### config.mk
export PLATFORM = sky130hd
export DESIGN_NAME = chmu_sqrt
export DESIGN_NICKNAME = d
export VERILOG_FILES = /design/src/rtl/core/chmu_pkg.sv /design/src/rtl/core/chmu_sqrt.sv
export SDC_FILE = /design/constraint.sdc
export NUM_CORES = 2
export LEC_CHECK = 0
export BUFFER_PORTS_ARGS = -buffer_cell sky130_fd_sc_hd__clkbuf_2
export CORE_MARGIN = 10
export CORE_UTILIZATION = 60
export DETAILED_ROUTE_END_ITERATION = 7
export PLACE_DENSITY_LB_ADDON = 0.2
export SYNTH_ARGS = -nofsm -noshare
export SYNTH_HDL_FRONTEND = slang
export SYNTH_SLANG_ARGS = --single-unit
export TNS_END_PERCENT = 10
### constraint.sdc
create_clock -name clk -period 10.34 [get_ports clk]
set_input_delay 0.517 -clock clk [delete_from_list [all_inputs] [get_ports clk]]
set_output_delay 0.517 -clock clk [all_outputs]
set_load 0.01 [all_outputs]
### src/rtl/core/chmu_pkg.sv
`default_nettype none
// ----------------------------------------------------------------------------
// chmu_pkg
// Shared constants, the arctangent table and types of the compass heading and
// magnitude unit.
// ----------------------------------------------------------------------------
package chmu_pkg;

	localparam int CORDIC_STEPS_DEF = 16;
	localparam int SAMPLE_BITS_DEF  = 16;

	localparam int FIELD_W = 16;
	localparam int HEAD_W  = 13;
	localparam int MAG_W   = 16;
	localparam int SEC_W   = 3;

	// Angles are held in units of 2^-20 degree.
	localparam int ANG_FRAC   = 20;
	localparam int ANG_W      = 31;
	localparam int GUARD_BITS = 8;
	localparam int TABLE_LEN  = 24;
	localparam int TAB_W      = 26;

	localparam logic [TAB_W-1:0] ATAN_TAB [TABLE_LEN] = '{
		26'd47185920, 26'd27855475, 26'd14718068, 26'd7471121, 26'd3750058, 26'd1876857,
		26'd938658,   26'd469357,   26'd234682,   26'd117342,  26'd58671,   26'd29335,
		26'd14668,    26'd7334,     26'd3667,     26'd1833,    26'd917,     26'd458,
		26'd229,      26'd115,      26'd57,       26'd29,      26'd14,      26'd7
	};

	localparam logic signed [ANG_W-1:0] DEG180 = 31'sd188743680;
	localparam logic signed [ANG_W-1:0] DEG360 = 31'sd377487360;

	localparam logic [HEAD_W-1:0] HD_0   = 13'd0;
	localparam logic [HEAD_W-1:0] HD_90  = 13'd1440;
	localparam logic [HEAD_W-1:0] HD_180 = 13'd2880;
	localparam logic [HEAD_W-1:0] HD_270 = 13'd4320;

	// Sector boundaries in 1/16 degree: the first at 22.5 degrees, then every 45.
	localparam int SEC_FIRST = 360;
	localparam int SEC_SPAN  = 720;
	localparam int SEC_COUNT = 8;

	localparam logic [MAG_W-1:0] MAG_MAX = 16'hFFFF;

	// Heading settled before the rotations, for samples that lie on an axis.
	typedef struct packed {
		logic              fixed;
		logic [HEAD_W-1:0] hd;
	} chmu_axis_t;

endpackage
`default_nettype wire

### src/rtl/core/chmu_sqrt.sv
`default_nettype none
// ----------------------------------------------------------------------------
// chmu_sqrt
// Sum of squares and a pipelined restoring square root, one root bit a stage.
// ----------------------------------------------------------------------------
module chmu_sqrt import chmu_pkg::*; #(
	parameter int SAMPLE_BITS = SAMPLE_BITS_DEF,
	parameter int CORE        = 17
) (
	input  wire logic                          clk,
	input  wire logic [CORE:0]                 en,
	input  wire logic signed [SAMPLE_BITS-1:0] x_in,
	input  wire logic signed [SAMPLE_BITS-1:0] y_in,
	input  wire logic signed [SAMPLE_BITS-1:0] z_in,
	output logic [SAMPLE_BITS-1:0]             root_out
);

	localparam int R     = SAMPLE_BITS;
	localparam int RAD_W = 2 * R;
	localparam int REM_W = R + 3;

	logic [R-1:0]     ax, ay, az;
	logic [RAD_W-1:0] sqx_s0, sqy_s0, sqz_s0;

	logic [RAD_W-1:0] rad_s  [CORE+1];
	logic [REM_W-1:0] rem_s  [CORE+1];
	logic [R-1:0]     root_s [CORE+1];

	always_comb begin
		ax = x_in[R-1] ? R'(~x_in + 1'b1) : R'(x_in);
		ay = y_in[R-1] ? R'(~y_in + 1'b1) : R'(y_in);
		az = z_in[R-1] ? R'(~z_in + 1'b1) : R'(z_in);
	end

	always_ff @(posedge clk) begin
		if (en[0]) begin
			sqx_s0 <= RAD_W'(ax) * RAD_W'(ax);
			sqy_s0 <= RAD_W'(ay) * RAD_W'(ay);
			sqz_s0 <= RAD_W'(az) * RAD_W'(az);
		end
	end

	// The three squares cannot carry out of the radicand width.
	always_ff @(posedge clk) begin
		if (en[1]) begin
			rad_s[1]  <= sqx_s0 + sqy_s0 + sqz_s0;
			rem_s[1]  <= '0;
			root_s[1] <= '0;
		end
	end

	for (genvar k = 2; k <= CORE; k++) begin : g_stage
		if (k - 2 < R) begin : g_bit
			logic [REM_W-1:0] rem_sh;
			logic [REM_W:0]   trial;
			always_comb begin
				rem_sh = {rem_s[k-1][REM_W-3:0], rad_s[k-1][RAD_W-1 -: 2]};
				trial  = {1'b0, rem_sh} - (REM_W + 1)'({root_s[k-1], 2'b01});
			end
			always_ff @(posedge clk) begin
				if (en[k]) begin
					rad_s[k] <= rad_s[k-1] << 2;
					if (!trial[REM_W]) begin
						rem_s[k]  <= trial[REM_W-1:0];
						root_s[k] <= {root_s[k-1][R-2:0], 1'b1};
					end else begin
						rem_s[k]  <= rem_sh;
						root_s[k] <= {root_s[k-1][R-2:0], 1'b0};
					end
				end
			end
		end else begin : g_delay
			always_ff @(posedge clk) begin
				if (en[k]) begin
					rad_s[k]  <= rad_s[k-1];
					rem_s[k]  <= rem_s[k-1];
					root_s[k] <= root_s[k-1];
				end
			end
		end
	end

	assign root_out = root_s[CORE];

endmodule
`default_nettype wire

==> impl_results.md <==
- Status: completed
- Pre-CTS setup slack: 1.35 ns
- Commonest cells after routing, fill and taps aside: inv_1 (880), edfxtp_1 (738), fa_1 (520)
- Number of iterations in the first detailed-routing pass: 5
- Die Width: 324 µm
- Maximum fanout along the worst path: 17
- F_max: 120 MHz
- Final setup viols: 0
- First-pass GRT wire length: 177000 µm
- Setup WS post-layout: 2.00 ns
- Setup repair bufs after CTS: 0
- #FFs+latches synth: 738
- Slowest stage cell, crit path: fa_1
- Predominant post-synthesis flop cell: edfxtp_1
- Share of cells above drive strength 1: 0.0599
- Residual DRC count: 0
- Met2 usage: 0.366
- CTS tree: built
- Worst Setup Path Type: in2reg
- H-tree Lvls: 3
- Hold crit path type: in2reg
- Number of port buffers: 82
- Ranking of synthesized cells by area: edfxtp_1 (40%), fa_1 (19%), ha_1 (10%)
- Initial antenna violation count: 1
- Asr flop ratio synth: 0
- Ant diodes: 0
- GR Util met1: 0.247
- Max-cap viol count: 0
- Least-Margin Pin Slew: 1.16 ns
- GRT Max-Usage Layer: met2
- Slew margin rel.: 0.223
- Worst Path Required: 10.72 ns
- Post-route setup TNS: 0 ns
- Final hold vios: 0
- Worst Setup Start Kind: input port
- Routed Antenna Nets: 0
- Routed wire length per instance: 16.5 µm
- Clock Skew: 0.0378 ns
- Crit share post-route: 0.806
- FP Rows: 111
- Net count, final: 6159
- Arr. time, crit path: 8.71 ns
- Max Slew Vio Count: 0
- Cell taking the most area after synthesis: edfxtp_1
- Final min period: 8.34 ns
- Die ar.: 105000 µm²
- Mapped Area: 55600 µm²
- Yosys Warn Count: 0
- Final GP Congestion: 0.924
- CTS clk-pin slew, worst paths: 0.06 ns
- Worst path max stage delay: 0.54 ns
- DR iter-0 viols: 2057
- DP HPWL: 84700 µm
- Seq/Total Area, Yosys: 0.399
- Syn_area_per_cell: 11.1 µm²
- DR vias/cell: 5.46
- Hold buffers post-CTS: 0
- Root Buffer Master: clkbuf_16
- Post-CTS sizing: 0
- Starting Density: 0.606
- RSZ-0062 raised after global routing: false
- Vias in the first global route: 36190
- IO Pins: 83
- Area grow syn2layout: 7.81%
- CTS Sinks: 738
- CP top delay family: adder cells
- Largest net degree at the start of global routing: 67
- Commonest non-fill, non-tap cell in the layout: inv_1
- Core ar.: 91800 µm²
- Crit end category: flop
- Bufs and invs on worst path: 8
- Met3 Track Usage GR: 0.0290
- Vias: 35035
- DRT Wirelength: 106000 µm
- Number of flops mapped to enable cells by yosys: 738
- Clk buf depth: 3
- Most used cell, CP: fa_1
- Cells after Synth: 4998
- TritonCTS Buffers: 76
- Synth unique cells: 79
- Chip height: 324 µm
- GRT Util Overall: 0.202
- Yosys top cell area share: 0.399
- Skew-Pair Late Insertion Delay: 0.63 ns
- GRT overflow: 0
- Fill count: 7049
==> registers in the layout (all words and copies together) (netlist names) <==
signal	flops
rad_s	272
rem_s	237
root_s	136
sqx_s0	31
sqy_s0	31
sqz_s0	31
==> Yosys cell counts, types with 21 or more instances <==
library cell and count:
clkbuf_1 105, nor3_1 67, o21ai_0 190, nand2b_1 30, o21a_1 67, xor2_1 144
inv_1 880, or3_1 24, mux2_2 32, a211oi_1 21, nor2b_1 39, a21oi_1 189
xnor2_1 189, nand3_1 53, ha_1 456, fa_1 520, nor4_1 37, a21o_1 106
nand2_1 391, and2_1 25, nand4_1 25, edfxtp_1 738, nor2_1 335, a31oi_1 32
==> worst register-to-register path, cell delays in order (launching register included) <==
cell,delay (ns)
edfxtp_1,0.47
fa_1,0.50
ha_1,0.34
nand2_1,0.11
o211ai_1,0.30
a31oi_1,0.19
o21ai_0,0.45
o22ai_1,0.24
o31a_1,0.37
mux2i_1,0.12
a211oi_1,0.35
==> layer usage <==
layer | wire length, µm | up-vias | part of all wire
met1 | 42900 | 17154 | 0.41
met2 | 54900 | 736 | 0.52
li1 | - | 16966 | -
met5 | 13 | - | 0.00012
met3 | 4770 | 177 | 0.045
met4 | 2910 | 2 | 0.028
==> through the flow <==
stage	instance area (µm²)	std cells	utilization	hold WS, ns
finish	59900	6414	0.653	0.221
global route	59900	6414	0.653	0.207
CTS	59900	6414	0.653	0.193
detailed placement	57500	6281	0.627	0.405
global placement	57500	6281	0.627	0.401
floorplan	55700	5032	-	0.400
==> logic make-up after synthesis <==
logic type | after synthesis | share of synthesized area
XOR/XNOR | 333 | 0.0525
multiplexers | 40 | 0.00792
AO/OA/AOI/OAI | 767 | 0.0877
AND/OR/NAND/NOR | 1115 | 0.0927
other | 2 | 0.000135
buffers and inverters | 1027 | 0.0706
adder cells (fa/ha/maj) | 976 | 0.290
flip-flops | 738 | 0.399
==> layout make-up <==
cell class	instances	area [µm²]	share of cell area
clock buffer	92	1980	0.0331
clock inverter	41	414	0.00691
inverter	901	3380	0.0564
multi-input combinational	3267	29700	0.495
sequential	738	22200	0.370
tap	1243	1560	0.0259
timing repair buffer	132	788	0.0132
==> path summary, 6_finish.rpt <==
check | start | to | slack (ns) | depth (start not counted)
setup reg to reg | sqy_s0[4] | rad_s[0][63] | 6.65 | 10
setup / recovery | y_in[0] | sqy_s0[30] | 2.00 | 28
hold reg to reg | rad_s[0][237] | rad_s[0][271] | 0.40 | 0
hold / removal | y_in[0] | sqy_s0[0] | 0.22 | 1
Power is not shown: default switching activity piles up to over one toggle a cycle in this logic, so the estimate is an artifact.
