==> src/rtl/core/chmu_pkg.sv <==
`default_nettype none
// ----------------------------------------------------------------------------
// chmu_pkg
// Shared constants, the arctangent table and types of the compass heading and
// magnitude unit.
// ----------------------------------------------------------------------------
package chmu_pkg;

	localparam int CORDIC_STEPS_DEF = 16;
	localparam int SAMPLE_BITS_DEF  = 16;

	localparam int FIELD_W = 16;
	localparam int HEAD_W  = 13;
	localparam int MAG_W   = 16;
	localparam int SEC_W   = 3;

	// Angles are held in units of 2^-20 degree.
	localparam int ANG_FRAC   = 20;
	localparam int ANG_W      = 31;
	localparam int GUARD_BITS = 8;
	localparam int TABLE_LEN  = 24;
	localparam int TAB_W      = 26;

	localparam logic [TAB_W-1:0] ATAN_TAB [TABLE_LEN] = '{
		26'd47185920, 26'd27855475, 26'd14718068, 26'd7471121, 26'd3750058, 26'd1876857,
		26'd938658,   26'd469357,   26'd234682,   26'd117342,  26'd58671,   26'd29335,
		26'd14668,    26'd7334,     26'd3667,     26'd1833,    26'd917,     26'd458,
		26'd229,      26'd115,      26'd57,       26'd29,      26'd14,      26'd7
	};

	localparam logic signed [ANG_W-1:0] DEG180 = 31'sd188743680;
	localparam logic signed [ANG_W-1:0] DEG360 = 31'sd377487360;

	localparam logic [HEAD_W-1:0] HD_0   = 13'd0;
	localparam logic [HEAD_W-1:0] HD_90  = 13'd1440;
	localparam logic [HEAD_W-1:0] HD_180 = 13'd2880;
	localparam logic [HEAD_W-1:0] HD_270 = 13'd4320;

	// Sector boundaries in 1/16 degree: the first at 22.5 degrees, then every 45.
	localparam int SEC_FIRST = 360;
	localparam int SEC_SPAN  = 720;
	localparam int SEC_COUNT = 8;

	localparam logic [MAG_W-1:0] MAG_MAX = 16'hFFFF;

	// Heading settled before the rotations, for samples that lie on an axis.
	typedef struct packed {
		logic              fixed;
		logic [HEAD_W-1:0] hd;
	} chmu_axis_t;

endpackage
`default_nettype wire

==> src/rtl/core/chmu_cordic.sv <==
`default_nettype none
// ----------------------------------------------------------------------------
// chmu_cordic
// Vectoring CORDIC, one rotation per pipeline stage, giving atan2(y, x).
// ----------------------------------------------------------------------------
module chmu_cordic import chmu_pkg::*; #(
	parameter int SAMPLE_BITS  = SAMPLE_BITS_DEF,
	parameter int CORDIC_STEPS = CORDIC_STEPS_DEF,
	parameter int CORE         = 17
) (
	input  wire logic                          clk,
	input  wire logic [CORE:0]                 en,
	input  wire logic signed [SAMPLE_BITS-1:0] x_in,
	input  wire logic signed [SAMPLE_BITS-1:0] y_in,
	output logic signed [ANG_W-1:0]            z_out,
	output chmu_axis_t                         axis_out
);

	localparam int SW = SAMPLE_BITS;
	localparam int XW = SW + GUARD_BITS + 3;
	localparam int NC = (CORDIC_STEPS < TABLE_LEN) ? CORDIC_STEPS : TABLE_LEN;

	logic signed [XW-1:0]    x_s [CORE+1];
	logic signed [XW-1:0]    y_s [CORE+1];
	logic signed [ANG_W-1:0] z_s [CORE+1];
	chmu_axis_t              a_s [CORE+1];

	logic signed [XW-1:0] xe, ye;
	chmu_axis_t           axis_c;

	always_comb begin
		xe = XW'(x_in) <<< GUARD_BITS;
		ye = XW'(y_in) <<< GUARD_BITS;
		axis_c.fixed = 1'b1;
		if (y_in == '0) begin
			axis_c.hd = x_in[SW-1] ? HD_180 : HD_0;
		end else if (x_in == '0) begin
			axis_c.hd = y_in[SW-1] ? HD_270 : HD_90;
		end else begin
			axis_c.fixed = 1'b0;
			axis_c.hd    = HD_0;
		end
	end

	// Vectors in the left half plane are first turned through 180 degrees.
	always_ff @(posedge clk) begin
		if (en[0]) begin
			a_s[0] <= axis_c;
			if (x_in[SW-1]) begin
				x_s[0] <= -xe;
				y_s[0] <= -ye;
				z_s[0] <= DEG180;
			end else begin
				x_s[0] <= xe;
				y_s[0] <= ye;
				z_s[0] <= '0;
			end
		end
	end

	for (genvar k = 1; k <= CORE; k++) begin : g_stage
		if (k <= NC) begin : g_rot
			localparam int I = k - 1;
			logic signed [XW-1:0]    dx, dy;
			logic signed [ANG_W-1:0] da;
			always_comb begin
				dx = y_s[k-1] >>> I;
				dy = x_s[k-1] >>> I;
				da = signed'(ANG_W'(ATAN_TAB[I]));
			end
			always_ff @(posedge clk) begin
				if (en[k]) begin
					a_s[k] <= a_s[k-1];
					if (!y_s[k-1][XW-1]) begin
						x_s[k] <= x_s[k-1] + dx;
						y_s[k] <= y_s[k-1] - dy;
						z_s[k] <= z_s[k-1] + da;
					end else begin
						x_s[k] <= x_s[k-1] - dx;
						y_s[k] <= y_s[k-1] + dy;
						z_s[k] <= z_s[k-1] - da;
					end
				end
			end
		end else begin : g_delay
			always_ff @(posedge clk) begin
				if (en[k]) begin
					a_s[k] <= a_s[k-1];
					x_s[k] <= x_s[k-1];
					y_s[k] <= y_s[k-1];
					z_s[k] <= z_s[k-1];
				end
			end
		end
	end

	assign z_out    = z_s[CORE];
	assign axis_out = a_s[CORE];

endmodule
`default_nettype wire

==> config.mk <==
export PLATFORM = sky130hd
export DESIGN_NAME = chmu_cordic
export DESIGN_NICKNAME = d
export VERILOG_FILES = /design/src/rtl/core/chmu_pkg.sv /design/src/rtl/core/chmu_cordic.sv
export SDC_FILE = /design/constraint.sdc
export NUM_CORES = 2
export LEC_CHECK = 0
export BUFFER_PORTS_ARGS = -buffer_cell sky130_fd_sc_hd__buf_2
export CAP_MARGIN = 10
export CORE_MARGIN = 8
export CORE_UTILIZATION = 50
export DETAILED_ROUTE_END_ITERATION = 10
export PLACE_DENSITY_LB_ADDON = 0.1
export SYNTH_ARGS = -nofsm -noshare
export SYNTH_HDL_FRONTEND = slang
export SYNTH_SLANG_ARGS = --single-unit
==> constraint.sdc <==
create_clock -name clk -period 12.65 [get_ports clk]
set_input_delay 0 -clock clk [delete_from_list [all_inputs] [get_ports clk]]
set_output_delay 0 -clock clk [all_outputs]
set_load 0.01 [all_outputs]
==> impl_metrics.csv <==
group,metric,value,unit
synthesis,synth_area_leaders,"edfxtp_1, ha_1, xnor2_1, a21oi_1, xor2_1",
cells_and_area,final.fill_count,18100,
cells_and_area,syn_to_final_growth,9.307,%
cts,clk_path_buf_depth,3,
setup_path,r2r_setup_slack,7.40,ns
synthesis,synth_top_family_by_area,"compound AO/OA/AOI/OAI gates",
cells_and_area,multiInputGateArea,61150,sq um
cells_and_area,utilization,54.80,%
grt,antenna_found_initial,6,
route,dr_total_vias,78390,
die,fp.coreArea,206200,sq um
setup_path,path_max_fanout,5,
die,die-area,221600,sq um
timing,finalCriticalPeriod,5.250,ns
synthesis,synth-edff-count,1328,
cts,clock_latency,0.82,ns
route,drt_iter0_markers,5438,
hold_path,hp-class,"in2reg",
setup_path,endpoint,"x_s[6][25]",
timing,final-hold-violation-count,0,
setup_path,crit_family,"compound AO/OA/AOI/OAI gates",
setup_path,arrival,5.81,ns
cells_and_area,layout_commonest_cell,"edfxtp_1",
timing,rsz0062_at_grt,"false",
grt,grt_pass1_wl,406800,um
synthesis,synthFlopType,"edfxtp_1",
setup_path,r2r_cells,15,
cts,clock-sinks,1328,
cells_and_area,drive_gt1_share,4.633,%
cells_and_area,instances_no_fill,13460,
timing,slew_violations,0,
route,drtPass1Iterations,9,
setup_path,r2r-end,"x_s[6][25]",
route,ant_nets,0,
timing,setup_tns,0,ns
timing,tightestPinTransition,1.126,ns
synthesis,netlist.area_leader.share,38.57,%
setup_path,critPathMaxStageDelay,0.91,ns
setup_path,path_cells,"nor3_1, nand3_1, or4_1, nor4_1, a21oi_1, xnor2_1, ha_1, nand3_1, a2111oi_0, o21ai_0, o21ai_0, nand4_1, nand4b_1, a21oi_1, xnor2_1",
synthesis,synth_seq_area_share,38.57,%
run,maxCapViolations,0,
placed_design,place_inst,13080,
cts,cts_tree,"done",
cells_and_area,seq_area,39880,sq um
die,start_util,50.14,%
run_status,run_status,"complete, no violations",
cts,numCtsBuffers,155,
grt,grt_pass1_vias,76050,
die,row_count,167,
timing,finClkSkew,0.03925,ns
placed_design,hpwl,200800,um
setup_path,worstPathRequired,13.21,ns
route,wirelength,256000,um
synthesis,avgSynthCellArea,9.926,sq um
route,vias_per_cell,5.826,
synthesis,synth-compound-area-share,18.88,%
route,drc,0,
synthesis,ys_types,89,
cts,h-tree-depth,4,
synthesis,synth_mux_area_share,0.4175,%
synthesis,synthesis.area,103400,sq um
setup_path,critical_path.startpoint,"y_s[5][41]",
setup_path,cpMaxStageDelayCell,"a2111oi_0",
grt,grt_max_degree,71,
setup_path,path_class,"reg2reg",
synthesis,yosys.area_share.simple,12.54,%
synthesis,ys_warn_count,0,
synthesis,synth_xor_area_share,12.18,%
synthesis,ys_ff_latch,1328,
setup_path,path_depth,15,
timing,fmax,190.5,MHz
die,ios,96,
timing,hold-worst-slack,0.1566,ns
cts,clk_pin_slew,0.06,ns
grt,globalRoute.totalOverflow,0,
placed_design,io_buffer_count,89,
route,post_drt_wl_per_cell,19.02,um
cells_and_area,final_cell_mix,"edfxtp_1, ha_1, a21oi_1",
cells_and_area,nets,11900,
synthesis,yosys.area.top_type,"edfxtp_1",
setup_path,crit_path_end_kind,"flop",
synthesis,synthArstFlopShare,0,%
synthesis,synthAdderAreaFrac,15.11,%
grt,grt_use_total,22.20,%
timing,setup_viol,0,
placed_design,gp_congestion,0.9465,
setup_path,worstSetupStartpointType,"flop",
setup_path,timing.rr.start,"y_s[5][41]",
cts,post_cts_buffers,0,
timing,relSlewSlack,23.00,%
setup_path,cp_num_buf_inv,0,
synthesis,synth_cells,10420,
timing,fin_crit_sh,41.50,%
cts,root_buffer,"clkbuf_16",
die,dieHeight,470.8,um
die,die_w,470.8,um
cells by family (layout without fill, tap and decap cells):
group / count (synthesis) / in the layout
AO/OA/AOI/OAI: 3080 / 3080
AND/OR/NAND/NOR: 2674 / 2674
XOR/XNOR: 1438 / 1438
flip-flops: 1328 / 1328
adder cells (fa/ha/maj): 1227 / 1227
buffers and inverters: 627 / 953
multiplexers: 42 / 42
other: 1 / 9
Yosys cell counts, types with 45 or more instances:
library cell	number
a211oi_1	70
o21a_1	159
ha_1	1191
o41ai_1	48
nor2b_1	168
edfxtp_1	1328
nand2_1	649
nor3_1	221
or3_1	53
xnor2_1	920
clkbuf_1	155
nor2_1	754
o31ai_1	127
nor4_1	72
nand4_1	85
xor2_1	518
a31oi_1	84
inv_1	435
or4_1	46
a21o_1	493
or2_2	45
nand2b_1	177
o21bai_1	128
and3_1	89
a21oi_1	998
o21ai_0	607
nand3_1	178
layer usage:
metal  share of wire [%]  track usage [%]  routed length [um]  up-vias
met1                  45            29.27              114600    37060
met5                   0                0                   0        -
met4                 3.2            6.933                8159        0
li1                    -                -                   -    39080
met3                 4.4            2.600               11340      380
met2                  48            38.28              121900     1870
repair_timing:
| action | 4_1_cts | 5_1_grt |
|---|---|---|
| hold buffers | 88 | 0 |
| hold endpoints to repair | 699 | 0 |
| gates resized for setup | 0 | 0 |
final cells by class:
cell class | instances | share of cell area (%)
multi-input cells | 8467 | 54.11
flip-flops and latches | 1328 | 35.28
clock buffers | 176 | 3.558
well taps | 2704 | 2.993
repair buffers | 231 | 1.559
inverters | 441 | 1.465
clock inverters | 105 | 1.027
diodes | 3 | 0.006642
worst min-delay path by stage:
| stage | depth (start not counted) | to | start | slack, ns |
|---|---|---|---|---|
| 2_1_floorplan | 0 | x_s[0][8] | x_in[0] | 0.1 |
| 3_3_place_gp | 1 | y_s[0][8] | y_in[0] | 0.24 |
| 3_5_place_dp | 1 | y_s[0][8] | y_in[0] | 0.24 |
| 4_1_cts | 2 | a_s[14][7] | en[14] | 0.08 |
| 5_1_grt | 2 | a_s[14][6] | en[14] | 0.10 |
| 6_report | 3 | a_s[0][10] | y_in[15] | 0.16 |
through the flow:
step	area [sq um]	setup slack, ns
floorplan	103400	8.290
global placement	107000	7.678
detailed placement	107000	7.492
CTS	113000	7.466
global route	113000	7.018
finish	113000	7.400
state kept, by name, summed over array words and instances (netlist names):
| name | count |
|---|---|
| x_s | 361 |
| y_s | 372 |
| a_s | 126 |
| z_s | 469 |
tightest hold or removal path, stage by stage:
cell and delay, ns:
dlygate4sd3_1 0.53, buf_2 0.18, nor3_1 0.09
Power is left out: the tool's default activity adds up to more than one toggle a clock period on the data nets, which glitch-free logic cannot reach.
